===== src/rtl/core/lcfd_pkg.sv =====
package lcfd_pkg;

  localparam logic [7:0] CH_START = 8'h23;
  localparam logic [7:0] CH_END   = 8'h2A;
  localparam logic [7:0] CH_SPACE = 8'h20;
  localparam logic [7:0] CH_ZERO  = 8'h30;
  localparam logic [7:0] CH_THREE = 8'h33;
  localparam logic [7:0] CH_NINE  = 8'h39;
  localparam logic [7:0] CH_X     = 8'h78;
  localparam logic [7:0] CH_O     = 8'h6F;
  localparam logic [7:0] CH_N     = 8'h6E;
  localparam logic [7:0] CH_F     = 8'h66;

  localparam int unsigned BUF_DEPTH = 4;
  localparam int unsigned LEN_W     = 3;
  localparam int unsigned IDX_W     = 2;

  localparam logic [LEN_W-1:0] LEN_FULL = LEN_W'(BUF_DEPTH);
  localparam logic [31:0] ADMIN_CODE_UNSET = 32'hFFFF_FFFF;

  // Last character of the command selects the operation.
  localparam logic [7:0] OP_OPEN  = 8'h30;
  localparam logic [7:0] OP_ALARM = 8'h31;
  localparam logic [7:0] OP_CODE  = 8'h32;

  typedef enum logic [1:0] {
    RESP_OPENED  = 2'd0,
    RESP_UNKNOWN = 2'd1,
    RESP_DONE    = 2'd2,
    RESP_BADPAR  = 2'd3
  } resp_t;

  typedef struct packed {
    resp_t       response;
    logic        open_door;
    logic        sound_alarm;
    logic        code_enabled;
    logic [31:0] stored_code;
  } lcfd_result_t;

endpackage


===== src/rtl/core/lcfd_if.sv =====
interface lcfd_in_if;
  logic       valid;
  logic       ready;
  logic [7:0] rx_byte;

  modport source (output valid, output rx_byte, input ready);
  modport sink (input valid, input rx_byte, output ready);
endinterface

interface lcfd_out_if;
  logic        valid;
  logic        ready;
  logic [1:0]  response;
  logic        open_door;
  logic        sound_alarm;
  logic        code_enabled;
  logic [31:0] stored_code;

  modport source (
    output valid, output response, output open_door, output sound_alarm,
    output code_enabled, output stored_code, input ready
  );
  modport sink (
    input valid, input response, input open_door, input sound_alarm,
    input code_enabled, input stored_code, output ready
  );
endinterface


===== src/rtl/core/lcfd_frame_parser.sv =====
module lcfd_frame_parser
  import lcfd_pkg::*;
(
  input  logic         clk,
  input  logic         rst_n,
  input  logic [7:0]   rx_byte,
  input  logic         step,
  output logic         has_result,
  output lcfd_result_t result
);

  logic [7:0]       cmd_chars_r [BUF_DEPTH];
  logic [7:0]       par_chars_r [BUF_DEPTH];
  logic [LEN_W-1:0] cmd_len_r, cmd_len_nxt;
  logic [LEN_W-1:0] par_len_r, par_len_nxt;
  logic             in_frame_r, in_frame_nxt;
  logic             in_param_r, in_param_nxt;
  logic [31:0]      admin_code_r, admin_code_nxt;
  logic             admin_on_r, admin_on_nxt;
  logic             cmd_wr, par_wr;

  logic       cmd_ok;
  logic       par_digits;
  logic       par_on, par_off;
  logic       exe_code_wr, exe_on_set, exe_off_set;
  resp_t      exe_resp;
  logic       exe_door, exe_alarm;

  // Command decode on the stored frame, used when the end marker arrives.
  assign cmd_ok = (cmd_len_r == LEN_FULL) && (cmd_chars_r[0] == CH_ZERO) &&
                  (cmd_chars_r[1] == CH_X) && (cmd_chars_r[2] == CH_ZERO) &&
                  (cmd_chars_r[3] inside {[CH_ZERO:CH_THREE]});

  always_comb begin
    par_digits = 1'b1;
    for (int i = 0; i < BUF_DEPTH; i++) begin
      if (!(par_chars_r[i] inside {[CH_ZERO:CH_NINE]})) begin
        par_digits = 1'b0;
      end
    end
  end

  assign par_on  = (par_len_r == LEN_W'(2)) && (par_chars_r[0] == CH_O) &&
                   (par_chars_r[1] == CH_N);
  assign par_off = (par_len_r == LEN_W'(3)) && (par_chars_r[0] == CH_O) &&
                   (par_chars_r[1] == CH_F) && (par_chars_r[2] == CH_F);

  always_comb begin
    exe_resp    = RESP_BADPAR;
    exe_door    = 1'b0;
    exe_alarm   = 1'b0;
    exe_code_wr = 1'b0;
    exe_on_set  = 1'b0;
    exe_off_set = 1'b0;
    if (!cmd_ok) begin
      exe_resp = RESP_UNKNOWN;
    end else begin
      case (cmd_chars_r[3])
        OP_OPEN: begin
          if (par_len_r == '0) begin
            exe_resp = RESP_OPENED;
            exe_door = 1'b1;
          end
        end
        OP_ALARM: begin
          if (par_len_r == '0) begin
            exe_resp  = RESP_DONE;
            exe_alarm = 1'b1;
          end
        end
        OP_CODE: begin
          if (par_len_r == LEN_FULL && par_digits) begin
            exe_resp    = RESP_DONE;
            exe_code_wr = 1'b1;
          end
        end
        default: begin
          if (par_on) begin
            exe_resp   = RESP_DONE;
            exe_on_set = 1'b1;
          end else if (par_off) begin
            exe_resp    = RESP_DONE;
            exe_off_set = 1'b1;
          end
        end
      endcase
    end
  end

  always_comb begin
    cmd_len_nxt        = cmd_len_r;
    par_len_nxt        = par_len_r;
    in_frame_nxt       = in_frame_r;
    in_param_nxt       = in_param_r;
    admin_code_nxt     = admin_code_r;
    admin_on_nxt       = admin_on_r;
    cmd_wr             = 1'b0;
    par_wr             = 1'b0;
    has_result         = 1'b0;
    result.response    = RESP_DONE;
    result.open_door   = 1'b0;
    result.sound_alarm = 1'b0;
    if (rx_byte == CH_START) begin
      in_frame_nxt = 1'b1;
      in_param_nxt = 1'b0;
      cmd_len_nxt  = '0;
      par_len_nxt  = '0;
    end else if (in_frame_r) begin
      if (rx_byte == CH_SPACE) begin
        if (in_param_r || cmd_len_r != LEN_FULL) begin
          has_result      = 1'b1;
          result.response = in_param_r ? RESP_BADPAR : RESP_UNKNOWN;
          in_frame_nxt    = 1'b0;
          in_param_nxt    = 1'b0;
          cmd_len_nxt     = '0;
          par_len_nxt     = '0;
        end else begin
          in_param_nxt = 1'b1;
          par_len_nxt  = '0;
        end
      end else if (rx_byte == CH_END) begin
        has_result         = 1'b1;
        result.response    = exe_resp;
        result.open_door   = exe_door;
        result.sound_alarm = exe_alarm;
        if (exe_code_wr) begin
          admin_code_nxt = {par_chars_r[0], par_chars_r[1], par_chars_r[2], par_chars_r[3]};
        end
        if (exe_on_set) begin
          admin_on_nxt = 1'b1;
        end else if (exe_off_set) begin
          admin_on_nxt = 1'b0;
        end
        in_frame_nxt = 1'b0;
        in_param_nxt = 1'b0;
        cmd_len_nxt  = '0;
        par_len_nxt  = '0;
      end else if (in_param_r) begin
        if (par_len_r >= LEN_FULL) begin
          has_result      = 1'b1;
          result.response = RESP_BADPAR;
          in_frame_nxt    = 1'b0;
          in_param_nxt    = 1'b0;
          cmd_len_nxt     = '0;
          par_len_nxt     = '0;
        end else begin
          par_wr      = 1'b1;
          par_len_nxt = par_len_r + LEN_W'(1);
        end
      end else begin
        if (cmd_len_r >= LEN_FULL) begin
          has_result      = 1'b1;
          result.response = RESP_UNKNOWN;
          in_frame_nxt    = 1'b0;
          in_param_nxt    = 1'b0;
          cmd_len_nxt     = '0;
          par_len_nxt     = '0;
        end else begin
          cmd_wr      = 1'b1;
          cmd_len_nxt = cmd_len_r + LEN_W'(1);
        end
      end
    end
    result.code_enabled = admin_on_nxt;
    result.stored_code  = admin_code_nxt;
  end

  always_ff @(posedge clk) begin
    if (!rst_n) begin
      cmd_len_r    <= '0;
      par_len_r    <= '0;
      in_frame_r   <= 1'b0;
      in_param_r   <= 1'b0;
      admin_code_r <= ADMIN_CODE_UNSET;
      admin_on_r   <= 1'b0;
    end else if (step) begin
      cmd_len_r    <= cmd_len_nxt;
      par_len_r    <= par_len_nxt;
      in_frame_r   <= in_frame_nxt;
      in_param_r   <= in_param_nxt;
      admin_code_r <= admin_code_nxt;
      admin_on_r   <= admin_on_nxt;
    end
  end

  always_ff @(posedge clk) begin
    if (step && cmd_wr) begin
      cmd_chars_r[cmd_len_r[IDX_W-1:0]] <= rx_byte;
    end
    if (step && par_wr) begin
      par_chars_r[par_len_r[IDX_W-1:0]] <= rx_byte;
    end
  end

endmodule


===== src/rtl/core/lcfd_out_stage.sv =====
module lcfd_out_stage
  import lcfd_pkg::*;
(
  input  logic         clk,
  input  logic         rst_n,
  input  logic         load,
  input  lcfd_result_t load_data,
  output logic         free,
  lcfd_out_if.source   out_ch
);

  logic         valid_r, valid_nxt;
  lcfd_result_t data_r;

  // The register can take a new result when empty or when it drains this cycle.
  assign free = !valid_r || out_ch.ready;

  always_comb begin
    valid_nxt = valid_r;
    if (out_ch.ready) begin
      valid_nxt = 1'b0;
    end
    if (load) begin
      valid_nxt = 1'b1;
    end
  end

  always_ff @(posedge clk) begin
    if (!rst_n) begin
      valid_r <= 1'b0;
    end else begin
      valid_r <= valid_nxt;
    end
  end

  always_ff @(posedge clk) begin
    if (load) begin
      data_r <= load_data;
    end
  end

  assign out_ch.valid        = valid_r;
  assign out_ch.response     = data_r.response;
  assign out_ch.open_door    = data_r.open_door;
  assign out_ch.sound_alarm  = data_r.sound_alarm;
  assign out_ch.code_enabled = data_r.code_enabled;
  assign out_ch.stored_code  = data_r.stored_code;

endmodule


===== src/rtl/core/lock_command_frame_decoder_top.sv =====
// Lock command frame decoder.
// The input channel carries one received serial byte per beat. Frames have
// the form '#', a four character command, an optional space and parameter of
// up to four characters, then '*'. Bytes outside a frame are dropped silently.
// The output channel carries at most one response beat per input byte: the
// response code, door and alarm requests, and the admin code and its enable
// flag as they stand after that byte.
// Each byte is captured in an input register, decoded combinationally against
// the frame state, and its response lands in an output register. A byte passes
// the input register and then the output register on its way to its response
// beat, and one byte is taken every cycle as long as responses are drained.
// When the receiver stalls, the held response stays put; bytes that make no
// response keep flowing, and a byte that would make one waits in the input
// register until the output register frees, which then holds off the input.
// Synchronous reset clears both pipeline registers, ends any open frame, sets
// the admin code to unset (all ones) and disables it.
module lock_command_frame_decoder_top
  import lcfd_pkg::*;
(
  input  logic       clk,
  input  logic       rst_n,
  lcfd_in_if.sink    in_ch,
  lcfd_out_if.source out_ch
);

  logic         stage_valid_r, stage_valid_nxt;
  logic [7:0]   stage_byte_r;
  logic         has_result;
  lcfd_result_t result;
  logic         out_free;
  logic         advance;
  logic         in_fire;

  // The byte in the input register moves on when it makes no response or
  // when the output register can take its response.
  assign advance  = stage_valid_r && (!has_result || out_free);
  assign in_ch.ready = !stage_valid_r || advance;
  assign in_fire  = in_ch.valid && in_ch.ready;

  always_comb begin
    stage_valid_nxt = stage_valid_r;
    if (advance) begin
      stage_valid_nxt = 1'b0;
    end
    if (in_fire) begin
      stage_valid_nxt = 1'b1;
    end
  end

  always_ff @(posedge clk) begin
    if (!rst_n) begin
      stage_valid_r <= 1'b0;
    end else begin
      stage_valid_r <= stage_valid_nxt;
    end
  end

  always_ff @(posedge clk) begin
    if (in_fire) begin
      stage_byte_r <= in_ch.rx_byte;
    end
  end

  // Frame state, command decode and execution.
  lcfd_frame_parser u_parser (
    .clk        (clk),
    .rst_n      (rst_n),
    .rx_byte    (stage_byte_r),
    .step       (advance),
    .has_result (has_result),
    .result     (result)
  );

  // Response register toward the output channel.
  lcfd_out_stage u_out (
    .clk       (clk),
    .rst_n     (rst_n),
    .load      (advance && has_result),
    .load_data (result),
    .free      (out_free),
    .out_ch    (out_ch)
  );

endmodule


===== src/flat_wrapper.sv =====
// flat-port wrapper written by rule: the top's interface ports become plain ports
module lock_command_frame_decoder_top_flat import lcfd_pkg::*;
  (clk, rst_n, in_ch_valid, in_ch_rx_byte, in_ch_ready, out_ch_valid, out_ch_response, out_ch_open_door, out_ch_sound_alarm, out_ch_code_enabled, out_ch_stored_code, out_ch_ready);
  lcfd_in_if in_ch_i ();
  lcfd_out_if out_ch_i ();
  input  logic clk;
  input  logic rst_n;
  input wire logic [$bits(in_ch_i.valid)-1:0] in_ch_valid;
  input wire logic [$bits(in_ch_i.rx_byte)-1:0] in_ch_rx_byte;
  output wire logic [$bits(in_ch_i.ready)-1:0] in_ch_ready;
  output wire logic [$bits(out_ch_i.valid)-1:0] out_ch_valid;
  output wire logic [$bits(out_ch_i.response)-1:0] out_ch_response;
  output wire logic [$bits(out_ch_i.open_door)-1:0] out_ch_open_door;
  output wire logic [$bits(out_ch_i.sound_alarm)-1:0] out_ch_sound_alarm;
  output wire logic [$bits(out_ch_i.code_enabled)-1:0] out_ch_code_enabled;
  output wire logic [$bits(out_ch_i.stored_code)-1:0] out_ch_stored_code;
  input wire logic [$bits(out_ch_i.ready)-1:0] out_ch_ready;
  assign in_ch_i.valid = in_ch_valid;
  assign in_ch_i.rx_byte = in_ch_rx_byte;
  assign in_ch_ready = in_ch_i.ready;
  assign out_ch_valid = out_ch_i.valid;
  assign out_ch_response = out_ch_i.response;
  assign out_ch_open_door = out_ch_i.open_door;
  assign out_ch_sound_alarm = out_ch_i.sound_alarm;
  assign out_ch_code_enabled = out_ch_i.code_enabled;
  assign out_ch_stored_code = out_ch_i.stored_code;
  assign out_ch_i.ready = out_ch_ready;
  lock_command_frame_decoder_top u_core (.clk(clk), .rst_n(rst_n), .in_ch(in_ch_i), .out_ch(out_ch_i));
endmodule

===== config.mk =====
export PLATFORM = sky130hd
export DESIGN_NAME = lock_command_frame_decoder_top_flat
export DESIGN_NICKNAME = d
export VERILOG_FILES = /design/src/rtl/core/lcfd_pkg.sv /design/src/rtl/core/lcfd_if.sv /design/src/rtl/core/lcfd_frame_parser.sv /design/src/rtl/core/lcfd_out_stage.sv /design/src/rtl/core/lock_command_frame_decoder_top.sv /design/src/flat_wrapper.sv
export SDC_FILE = /design/constraint.sdc
export NUM_CORES = 1
export LEC_CHECK = 0
export BUFFER_PORTS_ARGS = -buffer_cell sky130_fd_sc_hd__buf_2
export CORE_MARGIN = 3
export CORE_UTILIZATION = 53
export DETAILED_ROUTE_END_ITERATION = 10
export PLACE_DENSITY_LB_ADDON = 0.05
export RECOVER_POWER = 100
export SETUP_SLACK_MARGIN = 0.05
export SLEW_MARGIN = 10
export SYNTH_ARGS = -nofsm -noshare
export SYNTH_HDL_FRONTEND = slang
export SYNTH_SLANG_ARGS = --single-unit

===== constraint.sdc =====
create_clock -name clk -period 9.3 [get_ports clk]
set_input_delay 1.395 -clock clk [delete_from_list [all_inputs] [get_ports clk]]
set_output_delay 1.395 -clock clk [all_outputs]
set_load 0.02 [all_outputs]

# == Word level (Yosys, flattened, before mapping) ==
# Memories as Yosys holds them, arrays and structs flattened.
# Cells that the tools add are included.
# word_totals
elab_cells,186
in_bits,12
memories,2
out_inout_bits,39
ramBits,64
register_bits,88
# memory_table
name,depth,width,rd,rd_ports_with_merged_regs,write_ports,line,source
u_core.u_parser.cmd_chars_r,4,8,4,0,1,lcfd_frame_parser.sv:12,logic [7:0] cmd_chars_r [BUF_DEPTH];
u_core.u_parser.par_chars_r,4,8,4,0,1,lcfd_frame_parser.sv:13,logic [7:0] par_chars_r [BUF_DEPTH];
# op_classes
addsub,2
eq_ne,20
mux,92
n_bitwise,5
magnitude_cmp,12
reduce_logical,39
# ops
op,n
two-way mux 32 bit,5
"== test 8 x 6 -> 1 bit, second input constant",8
two-way mux 1 bit,63
two-way mux 3 bit,15
"== test 8 x 7 -> 1 bit, second input constant",5
">= comparator 8 x 6 -> 1 bit, second input constant",5
"less-or-equal comparator 8 x 6 -> 1 bit, second input constant",5
logical AND 1 bit,20
two-way mux 2 bit,8
OR reduction 6 bit,2
"adder 3 x 1 -> 3 bit, second input constant",2
"== test 3 x 2 -> 1 bit, second input constant",2
"== test 3 bit, second input constant",2
">= comparator 3 bit, second input constant",2
case mux 2 bit (3 select lines),1
nonzero test 2 bit,3
"!= test 5 x 1 -> 1 bit, second input constant",1
inverter 1 bit,5
nonzero test 5 bit,1
logical OR 1 bit,4
AND reduction 4 bit,1
logical NOT 1 bit,3
logical NOT 3 bit,1
"!= test 3 x 2 -> 1 bit, second input constant",1
other kinds (5),5

# == Logic depth before layout (Yosys ltp) ==
# An unclocked memory read counts as a cell.
# depth
ltp_word,16
depth_mapped,9
mapped_depth_nobuf,8

# == Modules after synthesis ==
# From an unflattened synthesis, not the netlist that was laid out.
# hier_totals
cells_unflattened,449
area_unflattened_um2,6178.4
# by_module_without_submodules
mod,cells_per_inst,area_each_um2,instances,seq_area_each_um2
lcfd_frame_parser,392,4695.8,1,2742.6
lcfd_out_stage,41,1159.9,1,1131.1
lock_command_frame_decoder_top,16,322.8,1,260.2

# == Least setup slack after synthesis ==
# OpenSTA, ideal clock, no wires.
# synth_path
path_type,input port to flip-flop
startpoint,input out_ch_ready
endpoint,register u_core.u_out.data_r (netlist bit u_core.u_out.out_ch.code_enabled) (enable)
setup_time_ns,0.431
n_path_buf,0
path_stages,4
required_ns,8.869
path_slack_ns,5.495
arrival_ns,3.374
cell_sequence,nand2b_1 -> nand4b_4 -> o21ai_0 -> nor2_1
# synth_between
elab_chain_cells,4
# synth_rtl
element,line,source
start: declaration,flat_wrapper.sv:17,input wire logic [$bits(out_ch_i.ready)-1:0] out_ch_ready;
logical OR 1 bit,lcfd_out_stage.sv:16,assign free = !valid_r || out_ch.ready;
logical OR 1 bit,lock_command_frame_decoder_top.sv:36,assign advance = stage_valid_r && (!has_result || out_free);
logical AND 1 bit,lock_command_frame_decoder_top.sv:36,
logical AND 1 bit,lock_command_frame_decoder_top.sv:78,".load (advance && has_result),"
via u_core.u_out.load,lcfd_out_stage.sv:6,"input logic load,"
end signal: assignment,lcfd_out_stage.sv:38,data_r <= load_data;
end: declaration,lcfd_out_stage.sv:13,lcfd_result_t data_r;
# The timed path passes the listed nets, and every way through them passes these cells.
# A chain may end at the register's enable or synchronous reset.

# == Worst setup path after layout ==
# layout_path
startpoint,register u_core.stage_byte_r[7]
endpoint,register u_core.u_parser.admin_code_r[29]
# layout_between
elab_chain_cells,8
elab_cells_between_ends,14
classes_between,eq/ne: 3; mux: 8; reduce/logical: 3
# layout_rtl
element,line,source
start: declaration,lock_command_frame_decoder_top.sv:27,logic [7:0] stage_byte_r;
start signal: assignment,lock_command_frame_decoder_top.sv:60,stage_byte_r <= in_ch.rx_byte;
== test 8 x 6 -> 1 bit,lcfd_frame_parser.sv:121,end else if (rx_byte == CH_END) begin
two-way mux 1 bit,lcfd_frame_parser.sv:121,
two-way mux 1 bit,lcfd_frame_parser.sv:109,if (rx_byte == CH_SPACE) begin
two-way mux 1 bit,lcfd_frame_parser.sv:108,end else if (in_frame_r) begin
two-way mux 1 bit,lcfd_frame_parser.sv:103,if (rx_byte == CH_START) begin
logical NOT 1 bit,lock_command_frame_decoder_top.sv:36,
logical OR 1 bit,lock_command_frame_decoder_top.sv:36,
logical AND 1 bit,lock_command_frame_decoder_top.sv:36,
end signal: assignment,lcfd_frame_parser.sv:181,admin_code_r <= admin_code_nxt;
end: declaration,lcfd_frame_parser.sv:18,"logic [31:0] admin_code_r, admin_code_nxt;"
# Parallel ways exist; a longest one is shown, timed or not.

==> results.py <==
metrics = {
    "run_status": {
        "outcome": "complete, but fails checks",
        "violations": "capacitance limit, slew limit",
    },
    "sta": {
        "maxSlewViolCount": 97,
        "period_needed_ns": 5.17,
        "max_freq_mhz": 193,
        "tightest_slew_ns": 2.97,
        "relSlewSlack_pct": -98.5,
        "finalSetupViolations": 0,
        "finalSetupTns_ns": 0,
        "rsz0062_at_grt": "false",
        "finalHoldViolCount": 0,
        "whs_ns": 0.430,
        "timing.final.crit_share_pct": 55.6,
        "fin_skew_ns": 0.00763,
    },
    "clock_tree": {
        "clockBufferDepth": 2,
        "cts_resized": 0,
        "cts_root_buf": "clkbuf_16",
        "clk_latency_ns": 0.42,
        "clock_sinks": 152,
        "htreeDepth": 4,
        "cts_made_buffers": 17,
        "ctsHoldBuffers": 0,
        "cts_setup_buffers": 0,
        "cts_tree": "built",
        "clk_pin_slew_ns": 0.06,
    },
    "setup_path": {
        "reg2reg_slack_ns": 4.13,
        "setup.worst_path.start_class": "flop",
        "end_kind": "flop",
        "critPathMaxFanout": 25,
        "path_class": "flop to flop",
        "reg2reg_to": "u_core.u_parser.admin_code_r[29]",
        "r2r_cells": 6,
        "r2r-start": "u_core.stage_byte_r[7]",
        "cp.required_ns": 9.60,
        "cp.arrival_ns": 5.47,
    },
    "die": {
        "initial_core_util_pct": 54.6,
        "core_area_um2": 10900,
        "rows": 38,
        "die-area_um2": 12600,
        "ioPinCount": 51,
        "die_w_um": 112,
        "die-height_um": 112,
    },
    "synth": {
        "synth_seq_cells": 152,
        "synth_area_per_cell_um2": 14.4,
        "synth.distinct_cells": 53,
        "synth_fp_nets": 436,
        "netlist_instances": 416,
        "synth_edf_count": 109,
        "syn_area_um2": 5980,
        "synthFlopType": "edfxtp_1",
        "yosysWarningCount": 0,
        "async_flop_share_pct": 0,
        "yosysSeqAreaShare_pct": 69.2,
    },
    "power": {
        "clkPwrFrac_pct": 46.6,
        "ir_drop_v": 0.000147,
        "swShare_pct": 21.4,
        "combPwrFrac_pct": 0.8,
        "p_leak_nw": 2.31,
        "seq_power_share_pct": 52.5,
        "cellPowerDensity_nw_per_um2": 208,
        "p_int_mw": 1.11,
        "switchingPower_mw": 0.301,
    },
    "final_layout": {
        "layout-drive-gt1-share_pct": 12.8,
        "final_cell_mix": "edfxtp_1, nand2_1, dfxtp_1",
        "nNetsFinal": 492,
        "layout_commonest_cell": "edfxtp_1",
        "seq_area_um2": 4130,
        "antenna-diode-count": 0,
        "stdcell_area_um2": 6770,
        "num-fill-cells": 876,
        "multiInputGateArea_um2": 1650,
        "syn2layout_area_growth_pct": 13.3,
        "final_util_pct": 61.9,
    },
    "place": {
        "dpl_cell_area_um2": 6340,
        "numPortBuffers": 50,
        "gp_congestion": 0.845,
        "post-dp-hpwl_um": 7120,
    },
    "routing": {
        "drtIter0Drc": 189,
        "drtPass1Iterations": 5,
        "antenna_left": 0,
        "vias": 3369,
        "vias_per_cell": 5.39,
        "wl_per_cell_um": 17.3,
        "drc": 0,
        "drt_wl_total_um": 10800,
    },
    "grt": {
        "track_usage_pct": 18.1,
        "antenna_found_initial": 0,
        "grt_pass1_wl_um": 17500,
        "grt_pass1_vias": 3344,
        "grt_max_degree": 41,
        "grt_overflow_total": 0,
    },
    "worst_hold_path": {
        "hold_end": "u_core.u_parser.admin_code_r[21]",
        "hp-start": "u_core.u_parser.admin_code_r[21]",
        "hold_path_depth": 1,
        "hold_path.class": "flop to flop",
    },
    "job": {
        "max_cap_viol_count": 3,
    },
}
kinds of logic after synthesis:
logic type	Yosys count	synth area share, %
AND/OR/NAND/NOR	160	15.9
adder cells (fa/ha/maj)	8	1.68
multiplexers	36	6.37
flip-flops	152	69.2
AO/OA/AOI/OAI	36	4.86
XOR/XNOR	1	0.147
buffers and inverters	23	1.91
area by class of cell:
type                            count  share of cell area [%]
Multi-Input combinational cell    241                    24.4
Sequential cell                   152                    61.1
Inverter                            9                   0.499
Timing Repair Buffer               51                    3.03
Clock inverter                     15                    2.11
Tap cell                          140                    2.59
Clock buffer                       17                    6.29
per-stage QoR:
| stage | setup slack (ns) | std cells | power, mW |
|---|---|---|---|
| final | 4.13 | 625 | 1.41 |
| after global routing | 3.66 | 625 | 1.45 |
| after CTS | 5.17 | 625 | 1.42 |
| after detailed placement | 5.49 | 593 | 0.768 |
| after global placement | 5.50 | 593 | 0.767 |
| after floorplan | 5.49 | 416 | 0.759 |
power by group through the flow:
stage                     logic, mW  clock network, mW  registers (mW)
after CTS                    0.0130              0.666           0.740
after floorplan              0.0118                  0           0.747
after global placement       0.0128                  0           0.754
after global routing         0.0133              0.699           0.740
final                        0.0118              0.657           0.739
after detailed placement     0.0130                  0           0.755
synthesized netlist by cell type (all sizes together) (2+ instances only):
library cell / instances / area, um^2
nand4: 8 / 50.1
mux2: 16 / 180
a21boi: 3 / 22.5
o41ai: 2 / 55.1
o21ai: 12 / 60.1
nor4b: 3 / 26.3
dfxtp: 43 / 861
nor2: 11 / 41.3
a21oi: 4 / 20.0
nor4bb: 4 / 40.0
nor2b: 10 / 62.6
nand3: 8 / 40.0
and2: 17 / 106
clkbuf: 8 / 30.0
inv: 9 / 33.8
buf: 6 / 50.0
edfxtp: 109 / 3270
o21a: 4 / 30.0
nand3b: 3 / 22.5
nand2b: 11 / 68.8
and4b: 5 / 50.1
nor4: 7 / 58.8
nand2: 48 / 183
o211ai: 2 / 15.0
and4: 2 / 17.5
or2: 10 / 62.6
ha: 8 / 100
nor3b: 2 / 15.0
nor3: 4 / 20.0
o2bb2ai: 2 / 17.5
mux2i: 20 / 200
registers in the layout (all words and copies together) (netlist names):
| signal | cells |
|---|---|
| u_core.u_out.out_ch.open_door | 1 |
| u_core.u_parser.admin_on_r | 1 |
| u_core.stage_byte_r | 8 |
| u_core.u_parser.par_len_r | 3 |
| u_core.u_out.out_ch.code_enabled | 1 |
| u_core.u_out.out_ch.valid | 1 |
| u_core.u_parser.par_chars_r | 32 |
| u_core.u_out.out_ch.stored_code | 32 |
| u_core.u_parser.cmd_chars_r | 32 |
| u_core.u_parser.in_param_r | 1 |
| u_core.u_out.out_ch.response | 2 |
| u_core.u_out.out_ch.sound_alarm | 1 |
| u_core.stage_valid_r | 1 |
| u_core.u_parser.cmd_len_r | 3 |
| u_core.u_parser.in_frame_r | 1 |
| u_core.u_parser.admin_code_r | 32 |
per-layer routing:
metal	global-route usage, %	part of all wire, %
met3	4.80	3.8
met4	6.57	1.5
met5	0	0
met2	29.8	49
met1	23.1	45
worst max-delay path: stages (launching register included):
cell	delay (ns)
edfxtp_1	0.54
or4b_1	0.63
o41ai_1	0.65
nand4b_4	0.20
o2111ai_1	2.13
nand2_1	0.51
or2_1	0.38
how the worst max path moves through the flow:
stage | start | end | cells past startpoint
final | u_core.stage_byte_r[7] | u_core.u_parser.admin_code_r[29] | 6
after global routing | u_core.stage_byte_r[4] | u_core.u_parser.admin_code_r[13] | 6
after CTS | u_core.stage_byte_r[4] | in_ch_ready | 6
after detailed placement | out_ch_ready | in_ch_ready | 6
after global placement | out_ch_ready | in_ch_ready | 6
after floorplan | out_ch_ready | u_core.u_out.out_ch.code_enabled | 4
(Power assumes the default switching activity.)
